## src/mtm_pkg.sv

```systemverilog
package mtm_pkg;

  // block sizing
  localparam int MAX_JETS = 128;
  localparam int PT_BITS  = 16;
  localparam int PHI_BITS = 12;

  // azimuth decomposition and sine table
  localparam int K_W     = PHI_BITS - 2;
  localparam int Q_SIZE  = 1 << K_W;
  localparam int ROM_AW  = K_W + 1;
  localparam int SIN_W   = 15;
  localparam int SIN_MAX = (1 << SIN_W) - 1;
  localparam longint unsigned HALFPI_Q30 = 64'd1686629713;
  localparam int TAYLOR_TERMS = 12;

  // per-jet parts and event sums
  localparam int SEEN_W  = $clog2(MAX_JETS + 1);
  localparam int PROD_W  = PT_BITS + SIN_W;
  localparam int PART_W  = PT_BITS + 1;
  localparam int SUM_W   = 24;
  localparam int SUM_MAX = (1 << (SUM_W - 1)) - 1;
  localparam int ADD_W   = ((SUM_W > PART_W + 1) ? SUM_W : PART_W + 1) + 1;

  // event queue between accumulator and root unit
  localparam int Q_DEPTH = 4;
  localparam int Q_AW    = $clog2(Q_DEPTH);
  localparam int Q_CW    = $clog2(Q_DEPTH + 1);

  // magnitude and square root
  localparam int MAG_W      = SUM_W - 1;
  localparam int RAD_W      = 2 * SUM_W;
  localparam int ROOT_STEPS = SUM_W;
  localparam int STEP_W     = $clog2(ROOT_STEPS);
  localparam int OUT_W      = 23;
  localparam int OUT_MAX    = (1 << OUT_W) - 1;

  typedef struct packed {
    logic signed [SUM_W-1:0] sum_x;
    logic signed [SUM_W-1:0] sum_y;
  } mtm_evt_t;

  typedef logic [Q_SIZE:0][SIN_W-1:0] sin_tab_t;

  // truncating unsigned quotient by shift and subtract, used only to build the table
  function automatic longint unsigned udiv_trunc(input longint unsigned num,
                                                 input longint unsigned den);
    longint unsigned quo;
    longint unsigned rem;
    quo = '0;
    rem = '0;
    for (int i = 63; i >= 0; i--) begin
      rem = {rem[62:0], num[i]};
      if (rem >= den) begin
        rem    = rem - den;
        quo[i] = 1'b1;
      end
    end
    return quo;
  endfunction

  // sin(k*pi/(2*Q_SIZE)) in unsigned q0.15 from a truncating q30 taylor series
  function automatic logic [SIN_W-1:0] quarter_sine(input int k);
    longint unsigned theta;
    longint unsigned term;
    longint          acc;
    longint unsigned r;
    theta = (longint'(k) * HALFPI_Q30) >> K_W;
    term  = theta;
    acc   = longint'(theta);
    for (int n = 1; n <= TAYLOR_TERMS; n++) begin
      term = (term * theta) >> 30;
      term = (term * theta) >> 30;
      term = udiv_trunc(term, 64'((2 * n) * (2 * n + 1)));
      if (n[0] == 1'b1) begin
        acc = acc - longint'(term);
      end else begin
        acc = acc + longint'(term);
      end
    end
    if (acc < 0) begin
      acc = 0;
    end
    r = (longint'(acc) + 64'd16384) >> 15;
    if (r > longint'(SIN_MAX)) begin
      r = longint'(SIN_MAX);
    end
    return r[SIN_W-1:0];
  endfunction

  function automatic sin_tab_t build_sin_tab();
    sin_tab_t tab;
    for (int i = 0; i <= Q_SIZE; i++) begin
      tab[i] = quarter_sine(i);
    end
    return tab;
  endfunction

endpackage

```

## src/mtm_fifo.sv

```systemverilog
module mtm_fifo (
  input  logic                     clk,
  input  logic                     rst_n,
  input  logic                     push,
  input  mtm_pkg::mtm_evt_t        push_data,
  input  logic                     pop,
  output logic                     pop_valid,
  output mtm_pkg::mtm_evt_t        pop_data,
  output logic [mtm_pkg::Q_CW-1:0] level
);
  import mtm_pkg::*;

  mtm_evt_t          mem_r [Q_DEPTH];
  logic [Q_AW-1:0]   wr_ptr_r;
  logic [Q_AW-1:0]   rd_ptr_r;
  logic [Q_CW-1:0]   cnt_r;
  logic              do_pop;

  assign do_pop    = pop && (cnt_r != '0);
  assign pop_valid = cnt_r != '0;
  assign pop_data  = mem_r[rd_ptr_r];
  assign level     = cnt_r;

  always_ff @(posedge clk) begin
    if (push) begin
      mem_r[wr_ptr_r] <= push_data;
    end
  end

  always_ff @(posedge clk) begin
    if (!rst_n) begin
      wr_ptr_r <= '0;
      rd_ptr_r <= '0;
      cnt_r    <= '0;
    end else begin
      if (push) begin
        wr_ptr_r <= (wr_ptr_r == Q_AW'(Q_DEPTH - 1)) ? '0 : wr_ptr_r + Q_AW'(1);
      end
      if (do_pop) begin
        rd_ptr_r <= (rd_ptr_r == Q_AW'(Q_DEPTH - 1)) ? '0 : rd_ptr_r + Q_AW'(1);
      end
      cnt_r <= cnt_r + Q_CW'(push) - Q_CW'(do_pop);
    end
  end

endmodule

```

## config.mk

```make
export PLATFORM = sky130hd
export DESIGN_NAME = mtm_fifo
export DESIGN_NICKNAME = d
export VERILOG_FILES = /design/src/mtm_pkg.sv /design/src/mtm_fifo.sv
export SDC_FILE = /design/constraint.sdc
export NUM_CORES = 1
export LEC_CHECK = 0
export BUFFER_PORTS_ARGS = -buffer_cell sky130_fd_sc_hd__buf_2
export CAP_MARGIN = 10
export CELL_PAD_IN_SITES_DETAIL_PLACEMENT = 1
export CELL_PAD_IN_SITES_GLOBAL_PLACEMENT = 1
export CORE_AREA = 4 4 123 125
export DETAILED_ROUTE_END_ITERATION = 10
export DIE_AREA = 0 0 127 129
export PLACE_DENSITY_LB_ADDON = 0.2
export SETUP_SLACK_MARGIN = 0.1
export SKIP_LAST_GASP = 1
export SLEW_MARGIN = 20
export SYNTH_ARGS = -nofsm -noshare
export SYNTH_HDL_FRONTEND = slang
export SYNTH_SLANG_ARGS = --single-unit
```

## constraint.sdc

```tcl
create_clock -name clk -period 3.23 [get_ports clk]
set_input_delay 0.4845 -clock clk [delete_from_list [all_inputs] [get_ports clk]]
set_output_delay 0.4845 -clock clk [all_outputs]
set_load 0.02 [all_outputs]
```

==> results_dict.tcl <==
set metrics [dict create \
    synth-main-ff-cell "edfxtp_1" \
    synth_most_common_cell "edfxtp_1" \
    rsz0062_at_grt "false" \
    synth_top_area_cell "edfxtp_1" \
    worstMarginPinSlew_ns 0.775 \
    max_cap_viol_count 0 \
    syn_avg_cell_area_um2 25.1 \
    cp-start-kind "flip-flop" \
    drt-initial-drc-count 256 \
    dp_hpwl_mm 8.67 \
    fin_crit_sh_pct 81.7 \
    cp_max_fo 16 \
    cp_data_arrival_time_ns 2.15 \
    cpMaxStageDelayCell "mux4_2" \
    rows 43 \
    worstSetupEndpointType "primary output" \
    ys_async_sr_fraction_pct 0 \
    p_leak_nw 3.01 \
    fin_setup_tns_ns 0 \
    drc 0 \
    synthTopCellsByCount "192 x edfxtp_1, 48 x mux4_2, 9 x dfxtp_1" \
    area_growth_pct 19.3 \
    r2r_cells 8 \
    core_um2 13900 \
    dr.pass1.iters 4 \
    grt_pass1_vias 3772 \
    initial_core_util_pct 53.2 \
    syn_area_um2 7380 \
    vias 3357 \
    p_total_mw 6.53 \
    grtUsageTotal_pct 17.2 \
    crit_family "multiplexers" \
    globalplace.congestion 0.707 \
    fin_nets 477 \
    synth-edff-count 192 \
    overflow 0 \
    pin_count 104 \
    antenna_found_initial 1 \
    cts_resized 0 \
    htreeDepth 1 \
    fin_cells 613 \
    detail-route-antenna-nets 0 \
    yosysTopAreaCellShare_pct 78.1 \
    cp-endpoint "pop_data[33]" \
    post_cts_buffers 0 \
    slew_violations 0 \
    status "complete, no violations" \
    hold_class "primary input to flip-flop" \
    ys_seq_elements 201 \
    cp_num_cells 3 \
    yosys_warnings 0 \
    cts_tree "done" \
    p_per_area_nw_per_um2 742 \
    max_slew_margin_pct 48.3 \
    utilization_pct 63.4 \
    netlist_instances 294 \
    r2r-start "level[1]" \
    final_layout_size_suffix_gt1_share_pct 45.1 \
    synth_area_leaders "edfxtp_1 78%, mux4_2 15%, dfxtp_1 2.4%" \
    crit_chain "buf_4 > mux4_2 > buf_2" \
    place_ws_ns 1.06 \
    synth_cell_types 20 \
    io_buffers 103 \
    fin_ws_ns 0.593 \
    critical-path-max-stage-delay_ns 0.57 \
    grt_max_degree 35 \
    wl_per_cell_um 22.3 \
    crit_type "flip-flop to primary output" \
    vdd_drop_max_uv 490 \
    required_ns 2.75 \
    fin_skew_ns 0.00622 \
    fp.dieArea_um2 16400 \
    crit_buf_inv 2 \
    hold_viol_final 0 \
    cts-buffers-inserted 21 \
    clockBufferDepth 3 \
    r2r_end "level[2]" \
    setup_viol_count_final 0 \
    cts.sinks 201 \
    synth.net_count 354 \
    routed_via_density 5.48 \
    ys_seq_area_share_pct 80.6 \
    ff2ff_setup_slack_ns 1.19 \
    clk_latency_ns 0.48 \
    die_w_um 127 \
    fmax_ghz 0.379 \
    clkTransAtPathRegs_ns 0.06 \
    period_minus_slack_ns 2.64 \
    cts_root_buffer "clkbuf_16" \
    fp.dieH_um 129 \
    routed_wl_mm 13.7 \
    grt_first_pass_wirelength_mm 21.3 \
    cts_hold_buf 0 \
    place_inst 574 \
]
[cell families after synthesis]
logic type / count (synthesis) / share of synthesized area [%]
buffers and inverters: 16 / 1.27
AOI/OAI and AO/OA: 2 / 0.186
muxes: 51 / 15.1
and+or+nand+nor: 15 / 1.14
DFF: 201 / 80.6
adders and majority gates: 8 / 1.46
xor gates and xnor gates: 1 / 0.305
[where the power goes]
| group | leakage, nW | internal [mW] | switching (mW) |
|---|---|---|---|
| combinational | 0.870 | 0.601 | 0.693 |
| clock | 0.305 | 1.23 | 0.904 |
| sequential | 1.84 | 2.99 | 0.114 |
| total | 3.01 | 4.82 | 1.71 |
[cells in the final DEF, fill, tap and decap left out, drive strengths merged, types with 2 or more instances in the layout]
master,instances
edfxtp,192
nand2,3
mux2i,3
clkinv,8
dfxtp,9
mux4,48
buf,110
or3b,2
and2,5
ha,7
inv,7
clkbuf,29
nor2,3
[worst min path at each step]
stage | start | to | slack (ns) | cells after the start
2_1_floorplan | rd_ptr_r[1] | flip-flop | 0.46 | 2
3_3_place_gp | rd_ptr_r[1] | flip-flop | 0.47 | 2
3_5_place_dp | rd_ptr_r[1] | flip-flop | 0.49 | 2
4_1_cts | push_data[43] | mem_r[3][43] | 0.19 | 1
5_1_grt | push_data[10] | mem_r[0][10] | 0.20 | 1
6_report | push_data[11] | mem_r[1][11] | 0.22 | 1
[per-stage QoR]
| step | area (um^2) | hold slack (ns) |
|---|---|---|
| floorplan | 7380 | 0.461 |
| finish | 8800 | 0.215 |
| global route | 8800 | 0.197 |
| global placement | 8190 | 0.470 |
| CTS | 8800 | 0.193 |
| detailed placement | 8190 | 0.494 |
[metal layers]
| metal | GRT usage [%] | wire length [um] | vias to the layer above | part of all wire, % |
|---|---|---|---|---|
| li1 | - | - | 1488 | - |
| met1 | 23.2 | 5570 | 1747 | 41 |
| met2 | 29.1 | 7050 | 100 | 51 |
| met3 | 3.82 | 858 | 20 | 6.3 |
| met4 | 4.23 | 205 | 2 | 1.5 |
| met5 | 0 | 12 | - | 0.088 |
[layout make-up]
type                            instances  area (um^2)
Clock inverter                          9         46.3
Inverter                                6         22.5
Antenna cell                            1         2.50
Sequential cell                       201         5950
Multi-Input combinational cell         77         1340
Clock buffer                           29          566
Timing Repair Buffer                  110          643
Tap cell                              180          225
Fill cell                            1167         5080
[registers in the layout, indices dropped and copies added, names as in the netlist, named ones only]
| signal | flops |
|---|---|
| wr_ptr_r | 2 |
| rd_ptr_r | 2 |
| level | 3 |
| mem_r | 192 |
Note: power is estimated with default switching activity, not from simulation.
