### src/mtm_pkg.sv
package mtm_pkg;

  // block sizing
  localparam int MAX_JETS = 128;
  localparam int PT_BITS  = 16;
  localparam int PHI_BITS = 12;

  // azimuth decomposition and sine table
  localparam int K_W     = PHI_BITS - 2;
  localparam int Q_SIZE  = 1 << K_W;
  localparam int ROM_AW  = K_W + 1;
  localparam int SIN_W   = 15;
  localparam int SIN_MAX = (1 << SIN_W) - 1;
  localparam longint unsigned HALFPI_Q30 = 64'd1686629713;
  localparam int TAYLOR_TERMS = 12;

  // per-jet parts and event sums
  localparam int SEEN_W  = $clog2(MAX_JETS + 1);
  localparam int PROD_W  = PT_BITS + SIN_W;
  localparam int PART_W  = PT_BITS + 1;
  localparam int SUM_W   = 24;
  localparam int SUM_MAX = (1 << (SUM_W - 1)) - 1;
  localparam int ADD_W   = ((SUM_W > PART_W + 1) ? SUM_W : PART_W + 1) + 1;

  // event queue between accumulator and root unit
  localparam int Q_DEPTH = 4;
  localparam int Q_AW    = $clog2(Q_DEPTH);
  localparam int Q_CW    = $clog2(Q_DEPTH + 1);

  // magnitude and square root
  localparam int MAG_W      = SUM_W - 1;
  localparam int RAD_W      = 2 * SUM_W;
  localparam int ROOT_STEPS = SUM_W;
  localparam int STEP_W     = $clog2(ROOT_STEPS);
  localparam int OUT_W      = 23;
  localparam int OUT_MAX    = (1 << OUT_W) - 1;

  typedef struct packed {
    logic signed [SUM_W-1:0] sum_x;
    logic signed [SUM_W-1:0] sum_y;
  } mtm_evt_t;

  typedef logic [Q_SIZE:0][SIN_W-1:0] sin_tab_t;

  // truncating unsigned quotient by shift and subtract, used only to build the table
  function automatic longint unsigned udiv_trunc(input longint unsigned num,
                                                 input longint unsigned den);
    longint unsigned quo;
    longint unsigned rem;
    quo = '0;
    rem = '0;
    for (int i = 63; i >= 0; i--) begin
      rem = {rem[62:0], num[i]};
      if (rem >= den) begin
        rem    = rem - den;
        quo[i] = 1'b1;
      end
    end
    return quo;
  endfunction

  // sin(k*pi/(2*Q_SIZE)) in unsigned q0.15 from a truncating q30 taylor series
  function automatic logic [SIN_W-1:0] quarter_sine(input int k);
    longint unsigned theta;
    longint unsigned term;
    longint          acc;
    longint unsigned r;
    theta = (longint'(k) * HALFPI_Q30) >> K_W;
    term  = theta;
    acc   = longint'(theta);
    for (int n = 1; n <= TAYLOR_TERMS; n++) begin
      term = (term * theta) >> 30;
      term = (term * theta) >> 30;
      term = udiv_trunc(term, 64'((2 * n) * (2 * n + 1)));
      if (n[0] == 1'b1) begin
        acc = acc - longint'(term);
      end else begin
        acc = acc + longint'(term);
      end
    end
    if (acc < 0) begin
      acc = 0;
    end
    r = (longint'(acc) + 64'd16384) >> 15;
    if (r > longint'(SIN_MAX)) begin
      r = longint'(SIN_MAX);
    end
    return r[SIN_W-1:0];
  endfunction

  function automatic sin_tab_t build_sin_tab();
    sin_tab_t tab;
    for (int i = 0; i <= Q_SIZE; i++) begin
      tab[i] = quarter_sine(i);
    end
    return tab;
  endfunction

endpackage

### src/mtm_root.sv
module mtm_root (
  input  logic                      clk,
  input  logic                      rst_n,
  input  logic                      q_valid,
  input  mtm_pkg::mtm_evt_t         q_data,
  output logic                      q_pop,
  output logic                      out_valid,
  input  logic                      out_ready,
  output logic [mtm_pkg::OUT_W-1:0] out_missing_pt
);
  import mtm_pkg::*;

  localparam logic [2:0] ST_IDLE = 3'd0;
  localparam logic [2:0] ST_SQX  = 3'd1;
  localparam logic [2:0] ST_SQY  = 3'd2;
  localparam logic [2:0] ST_ADD  = 3'd3;
  localparam logic [2:0] ST_ROOT = 3'd4;
  localparam logic [2:0] ST_WAIT = 3'd5;

  localparam logic [RAD_W-1:0] BIT_TOP = RAD_W'(1) << (RAD_W - 2);

  logic [2:0]              state_r;
  logic [2:0]              state_nxt;
  logic [MAG_W-1:0]        ax_r;
  logic [MAG_W-1:0]        ay_r;
  logic [2*MAG_W-1:0]      xsq_r;
  logic [2*MAG_W-1:0]      ysq_r;
  logic [RAD_W-1:0]        v_r;
  logic [RAD_W-1:0]        res_r;
  logic [RAD_W-1:0]        bit_r;
  logic [RAD_W-1:0]        trial;
  logic [STEP_W-1:0]       step_r;
  logic                    out_valid_r;
  logic [OUT_W-1:0]        out_r;
  logic                    out_free;
  logic signed [SUM_W-1:0] nx;
  logic signed [SUM_W-1:0] ny;

  assign trial    = res_r + bit_r;
  assign out_free = !out_valid_r || out_ready;
  assign q_pop    = (state_r == ST_IDLE) && q_valid;
  assign nx       = -q_data.sum_x;
  assign ny       = -q_data.sum_y;

  always_comb begin
    state_nxt = state_r;
    unique case (state_r)
      ST_IDLE: if (q_valid) state_nxt = ST_SQX;
      ST_SQX:  state_nxt = ST_SQY;
      ST_SQY:  state_nxt = ST_ADD;
      ST_ADD:  state_nxt = ST_ROOT;
      ST_ROOT: if (step_r == STEP_W'(ROOT_STEPS - 1)) state_nxt = ST_WAIT;
      ST_WAIT: if (out_free) state_nxt = ST_IDLE;
      default: state_nxt = ST_IDLE;
    endcase
  end

  always_ff @(posedge clk) begin
    if (!rst_n) begin
      state_r <= ST_IDLE;
    end else begin
      state_r <= state_nxt;
    end
  end

  always_ff @(posedge clk) begin
    case (state_r)
      ST_IDLE: begin
        ax_r <= q_data.sum_x[SUM_W-1] ? nx[MAG_W-1:0] : q_data.sum_x[MAG_W-1:0];
        ay_r <= q_data.sum_y[SUM_W-1] ? ny[MAG_W-1:0] : q_data.sum_y[MAG_W-1:0];
      end
      ST_SQX: xsq_r <= (2*MAG_W)'(ax_r) * (2*MAG_W)'(ax_r);
      ST_SQY: ysq_r <= (2*MAG_W)'(ay_r) * (2*MAG_W)'(ay_r);
      ST_ADD: begin
        v_r    <= RAD_W'(xsq_r) + RAD_W'(ysq_r);
        res_r  <= '0;
        bit_r  <= BIT_TOP;
        step_r <= '0;
      end
      ST_ROOT: begin
        if (v_r >= trial) begin
          v_r   <= v_r - trial;
          res_r <= (res_r >> 1) + bit_r;
        end else begin
          res_r <= res_r >> 1;
        end
        bit_r  <= bit_r >> 2;
        step_r <= step_r + STEP_W'(1);
      end
      default: ;
    endcase
  end

  always_ff @(posedge clk) begin
    if (!rst_n) begin
      out_valid_r <= 1'b0;
    end else if ((state_r == ST_WAIT) && out_free) begin
      out_valid_r <= 1'b1;
    end else if (out_ready) begin
      out_valid_r <= 1'b0;
    end
  end

  always_ff @(posedge clk) begin
    if ((state_r == ST_WAIT) && out_free) begin
      out_r <= (res_r[RAD_W-1:OUT_W] != '0) ? OUT_W'(OUT_MAX) : res_r[OUT_W-1:0];
    end
  end

  assign out_valid      = out_valid_r;
  assign out_missing_pt = out_r;

  a_pop_nonempty: assert property (@(posedge clk) disable iff (!rst_n)
    q_pop |-> q_valid && (state_r == ST_IDLE))
    else $error("queue popped outside idle");

endmodule

### config.mk
export PLATFORM = sky130hd
export DESIGN_NAME = mtm_root
export DESIGN_NICKNAME = d
export VERILOG_FILES = /design/src/mtm_pkg.sv /design/src/mtm_root.sv
export SDC_FILE = /design/constraint.sdc
export NUM_CORES = 2
export LEC_CHECK = 0
export BUFFER_PORTS_ARGS = -buffer_cell sky130_fd_sc_hd__buf_2
export CORE_UTILIZATION = 66
export CTS_CLUSTER_DIAMETER = 100
export DETAILED_ROUTE_END_ITERATION = 10
export PLACE_DENSITY = 0.83
export SYNTH_ARGS = -nofsm -noshare
export SYNTH_HDL_FRONTEND = slang
export SYNTH_SLANG_ARGS = --single-unit
### constraint.sdc
create_clock -name clk -period 25.6 [get_ports clk]
set_input_delay 3.84 -clock clk [delete_from_list [all_inputs] [get_ports clk]]
set_output_delay 3.84 -clock clk [all_outputs]
set_load 0.01 [all_outputs]
==> flow_metrics.env <==
export IMPL_fp_dieW_um=274.5
export IMPL_core_region_area_um2=73210
export IMPL_avgSynthCellArea_um2=9.487
export IMPL_wl_per_cell_um=18.76
export IMPL_cts_resized=0
export IMPL_cts_tree="yes"
export IMPL_clkSinkCount=288
export IMPL_floorplan_rows=99
export IMPL_violations="DRC"
export IMPL_drv_slew=0
export IMPL_dp_hpwl_um=91100
export IMPL_synthTopCellsByCount="1026 x inv_1, 772 x fa_1, 493 x ha_1"
export IMPL_hold_violations=0
export IMPL_synth_cell_types=85
export IMPL_post_route_period_util_pct=31.67
export IMPL_synth_most_common_cell="inv_1"
export IMPL_synth_seq_area_share_pct=17.56
export IMPL_crit_arrival_ns=8.44
export IMPL_ys_flop_type="edfxtp_1"
export IMPL_synth_edf_count=284
export IMPL_h_tree_depth=2
export IMPL_drv_cap=0
export IMPL_grt_start_max_net_pins=90
export IMPL_num_vias=36300
export IMPL_drtPass1Iterations=9
export IMPL_grt_pass1_vias=38510
export IMPL_yosysTopAreaCell="fa_1"
export IMPL_drtAntennaViolNets=0
export IMPL_hp_class="reg -> reg"
export IMPL_maxSlewHeadroom_pct=26.62
export IMPL_synth_seq_cells=288
export IMPL_period_minus_slack_ns=8.108
export IMPL_die_area_um2=75370
export IMPL_status="finished, violations left"
export IMPL_syn_num_nets=6484
export IMPL_yosys_warnings=0
export IMPL_numCtsBuffers=36
export IMPL_worst_setup_path_start_kind="flip-flop"
export IMPL_finalSetupTns_ns=0
export IMPL_cpLargestDelayFamily="adder cells"
export IMPL_die_h_um=274.5
export IMPL_layout_drive_gt1_share_pct=4.464
export IMPL_io_pins=77
export IMPL_syn_to_final_growth_pct=4.875
export IMPL_cp_num_buf_inv=4
export IMPL_cts_clk_slew_worst_paths_ns=0.06
export IMPL_antenna_found_initial=0
export IMPL_port_buffers=76
export IMPL_setup_viol=0
export IMPL_tightestPinTransition_ns=1.101
export IMPL_fmax_mhz=123.3
export IMPL_cpPeakStageDelay_ns=1.03
export IMPL_ctsHoldBuffers=0
export IMPL_crit_path_end_kind="flip-flop"
export IMPL_nets=6442
export IMPL_cts_path_max_buffers=3
export IMPL_routed_wl_um=114600
export IMPL_grt_usage_pct=31.42
export IMPL_grt_pass1_wl_um=189000
export IMPL_syn_area_um2=49020
export IMPL_drc=5
export IMPL_start_util_pct=66.96
export IMPL_clk_latency_ns=0.57
export IMPL_synth_area_leaders="fa_1 32%, edfxtp_1 17%, ha_1 13%"
export IMPL_worstPathCellList="and2_1 -> inv_1 -> fa_1 -> inv_1 -> fa_1 -> inv_1 -> fa_1 -> inv_1 -> fa_1 -> fa_1 -> fa_1 -> fa_1 -> ha_1 -> a21oi_1 -> o21ai_0 -> a211oi_1 -> o31ai_1 -> a21o_1 -> a21o_1 -> a311oi_1 -> nor2_1 -> a311oi_1"
export IMPL_rr_startpoint="ay_r[4]$_DFFE_PN_"
export IMPL_synthCells=5167
export IMPL_fin_skew_ns=0.02379
export IMPL_antenna_cells=0
export IMPL_cpMaxStageDelayCell="edfxtp_1"
export IMPL_root_buffer="clkbuf_16"
export IMPL_rsz0062_at_grt="false"
export IMPL_hp_start="res_r[0]$_SDFFCE_PN0P_"
export IMPL_crit_type="reg -> reg"
export IMPL_routed_via_density=5.941
export IMPL_critPathMaxFanout=24
export IMPL_gp_congestion=0.9549
export IMPL_grt_ovfl_total=0
export IMPL_critPathLaunch="ay_r[4]$_DFFE_PN_"
export IMPL_drt_iter0_markers=3036
export IMPL_crit_top_cell="fa_1"
export IMPL_postCtsSetupBuffers=0
export IMPL_async_reset_ff_share_pct=0
export IMPL_cp_required_ns=25.93
export IMPL_yosys_area_top_type_share_pct=31.53
==> cell families after synthesis <==
group / count (synthesis) / synth area share, %
AOI/OAI and AO/OA: 787 / 10.37
muxes: 4 / 0.08933
buffers and inverters: 1212 / 9.309
DFF: 288 / 17.56
adders and majority gates: 1265 / 44.11
xor gates and xnor gates: 314 / 5.610
and+or+nand+nor: 1297 / 12.95
==> per-layer routing <==
metal | share of wire [%] | vias up | track usage [%] | wire (µm)
li1 | - | 16610 | - | -
met1 | 39 | 17910 | 40.26 | 45030
met2 | 50 | 1459 | 54.49 | 57040
met3 | 6.7 | 332 | 3.622 | 7695
met4 | 4.2 | 0 | 12.49 | 4855
met5 | 0 | - | 0 | 0
==> placed cells by master (no fill, tap or decap), types with 29 or more instances in the layout <==
cell       instances
o21ai_0          154
clkbuf_16         37
nand2b_1          38
xnor2_1          195
edfxtp_1         284
nand3_1           54
nor2b_1           42
a31oi_1           52
nor2_1           241
and2_1           224
and3_1            52
fa_1             772
a211oi_1          35
ha_1             493
buf_4             29
nand4_1           54
a21o_1            96
or3_1             47
nor3_1            33
inv_1           1025
nand2_1          441
xor2_1           119
a21oi_1          230
buf_2             76
==> worst register-to-register path: stages (launching register included) <==
cell      delay [ns]
edfxtp_1        1.03
and2_1          0.31
inv_1           0.08
fa_1            0.53
inv_1           0.05
fa_1            0.51
inv_1           0.06
fa_1            0.52
inv_1           0.05
fa_1            0.48
fa_1            0.57
fa_1            0.43
fa_1            0.45
ha_1            0.36
a21oi_1         0.29
o21ai_0         0.22
a211oi_1        0.27
o31ai_1         0.16
a21o_1          0.20
a21o_1          0.21
a311oi_1        0.61
nor2_1          0.11
a311oi_1        0.37
==> state kept, by name, indices dropped and copies added, names as in the netlist <==
| name | cells |
|---|---|
| state_r | 3 |
| ax_r | 23 |
| bit_r | 24 |
| ay_r | 23 |
| step_r | 5 |
| out_missing_pt | 23 |
| out_valid | 1 |
| ysq_r | 45 |
| xsq_r | 45 |
| v_r | 48 |
| res_r | 48 |
==> stage by stage <==
step	utilization [%]	std cells	hold slack (ns)	worst slack (ns)	cell area, µm²
floorplan	-	5167	0.4244	17.45	49020
global placement	68.51	6046	0.5337	17.57	50150
detailed placement	68.51	6046	0.5488	17.57	50150
CTS	70.23	6111	0.5655	17.54	51410
global route	70.23	6111	0.5937	17.08	51410
finish	70.23	6111	0.5613	17.49	51410
==> layout make-up <==
| cell class | count | area [µm²] |
|---|---|---|
| Clock inverter | 25 | 317.8 |
| Fill cell | 5359 | 21800 |
| Clock buffer | 40 | 937.1 |
| Multi-Input combinational cell | 3667 | 35890 |
| Timing Repair Buffer | 105 | 598.1 |
| Tap cell | 959 | 1200 |
| Inverter | 1027 | 3855 |
| Sequential cell | 288 | 8608 |
==> worst paths after layout <==
kind | cells after the start | slack [ns] | end
max | 22 | 17.49 | ysq_r[42]$_DFFE_PP_
min | 1 | 0.56 | out_missing_pt[0]$_SDFFCE_PP1P_
max reg2reg | 22 | 17.49 | ysq_r[42]$_DFFE_PP_
min reg2reg | 1 | 0.56 | out_missing_pt[0]$_SDFFCE_PP1P_
Power is left out: the tool's default activity adds up to more than one toggle a clock period on the data nets, which glitch-free logic cannot reach.
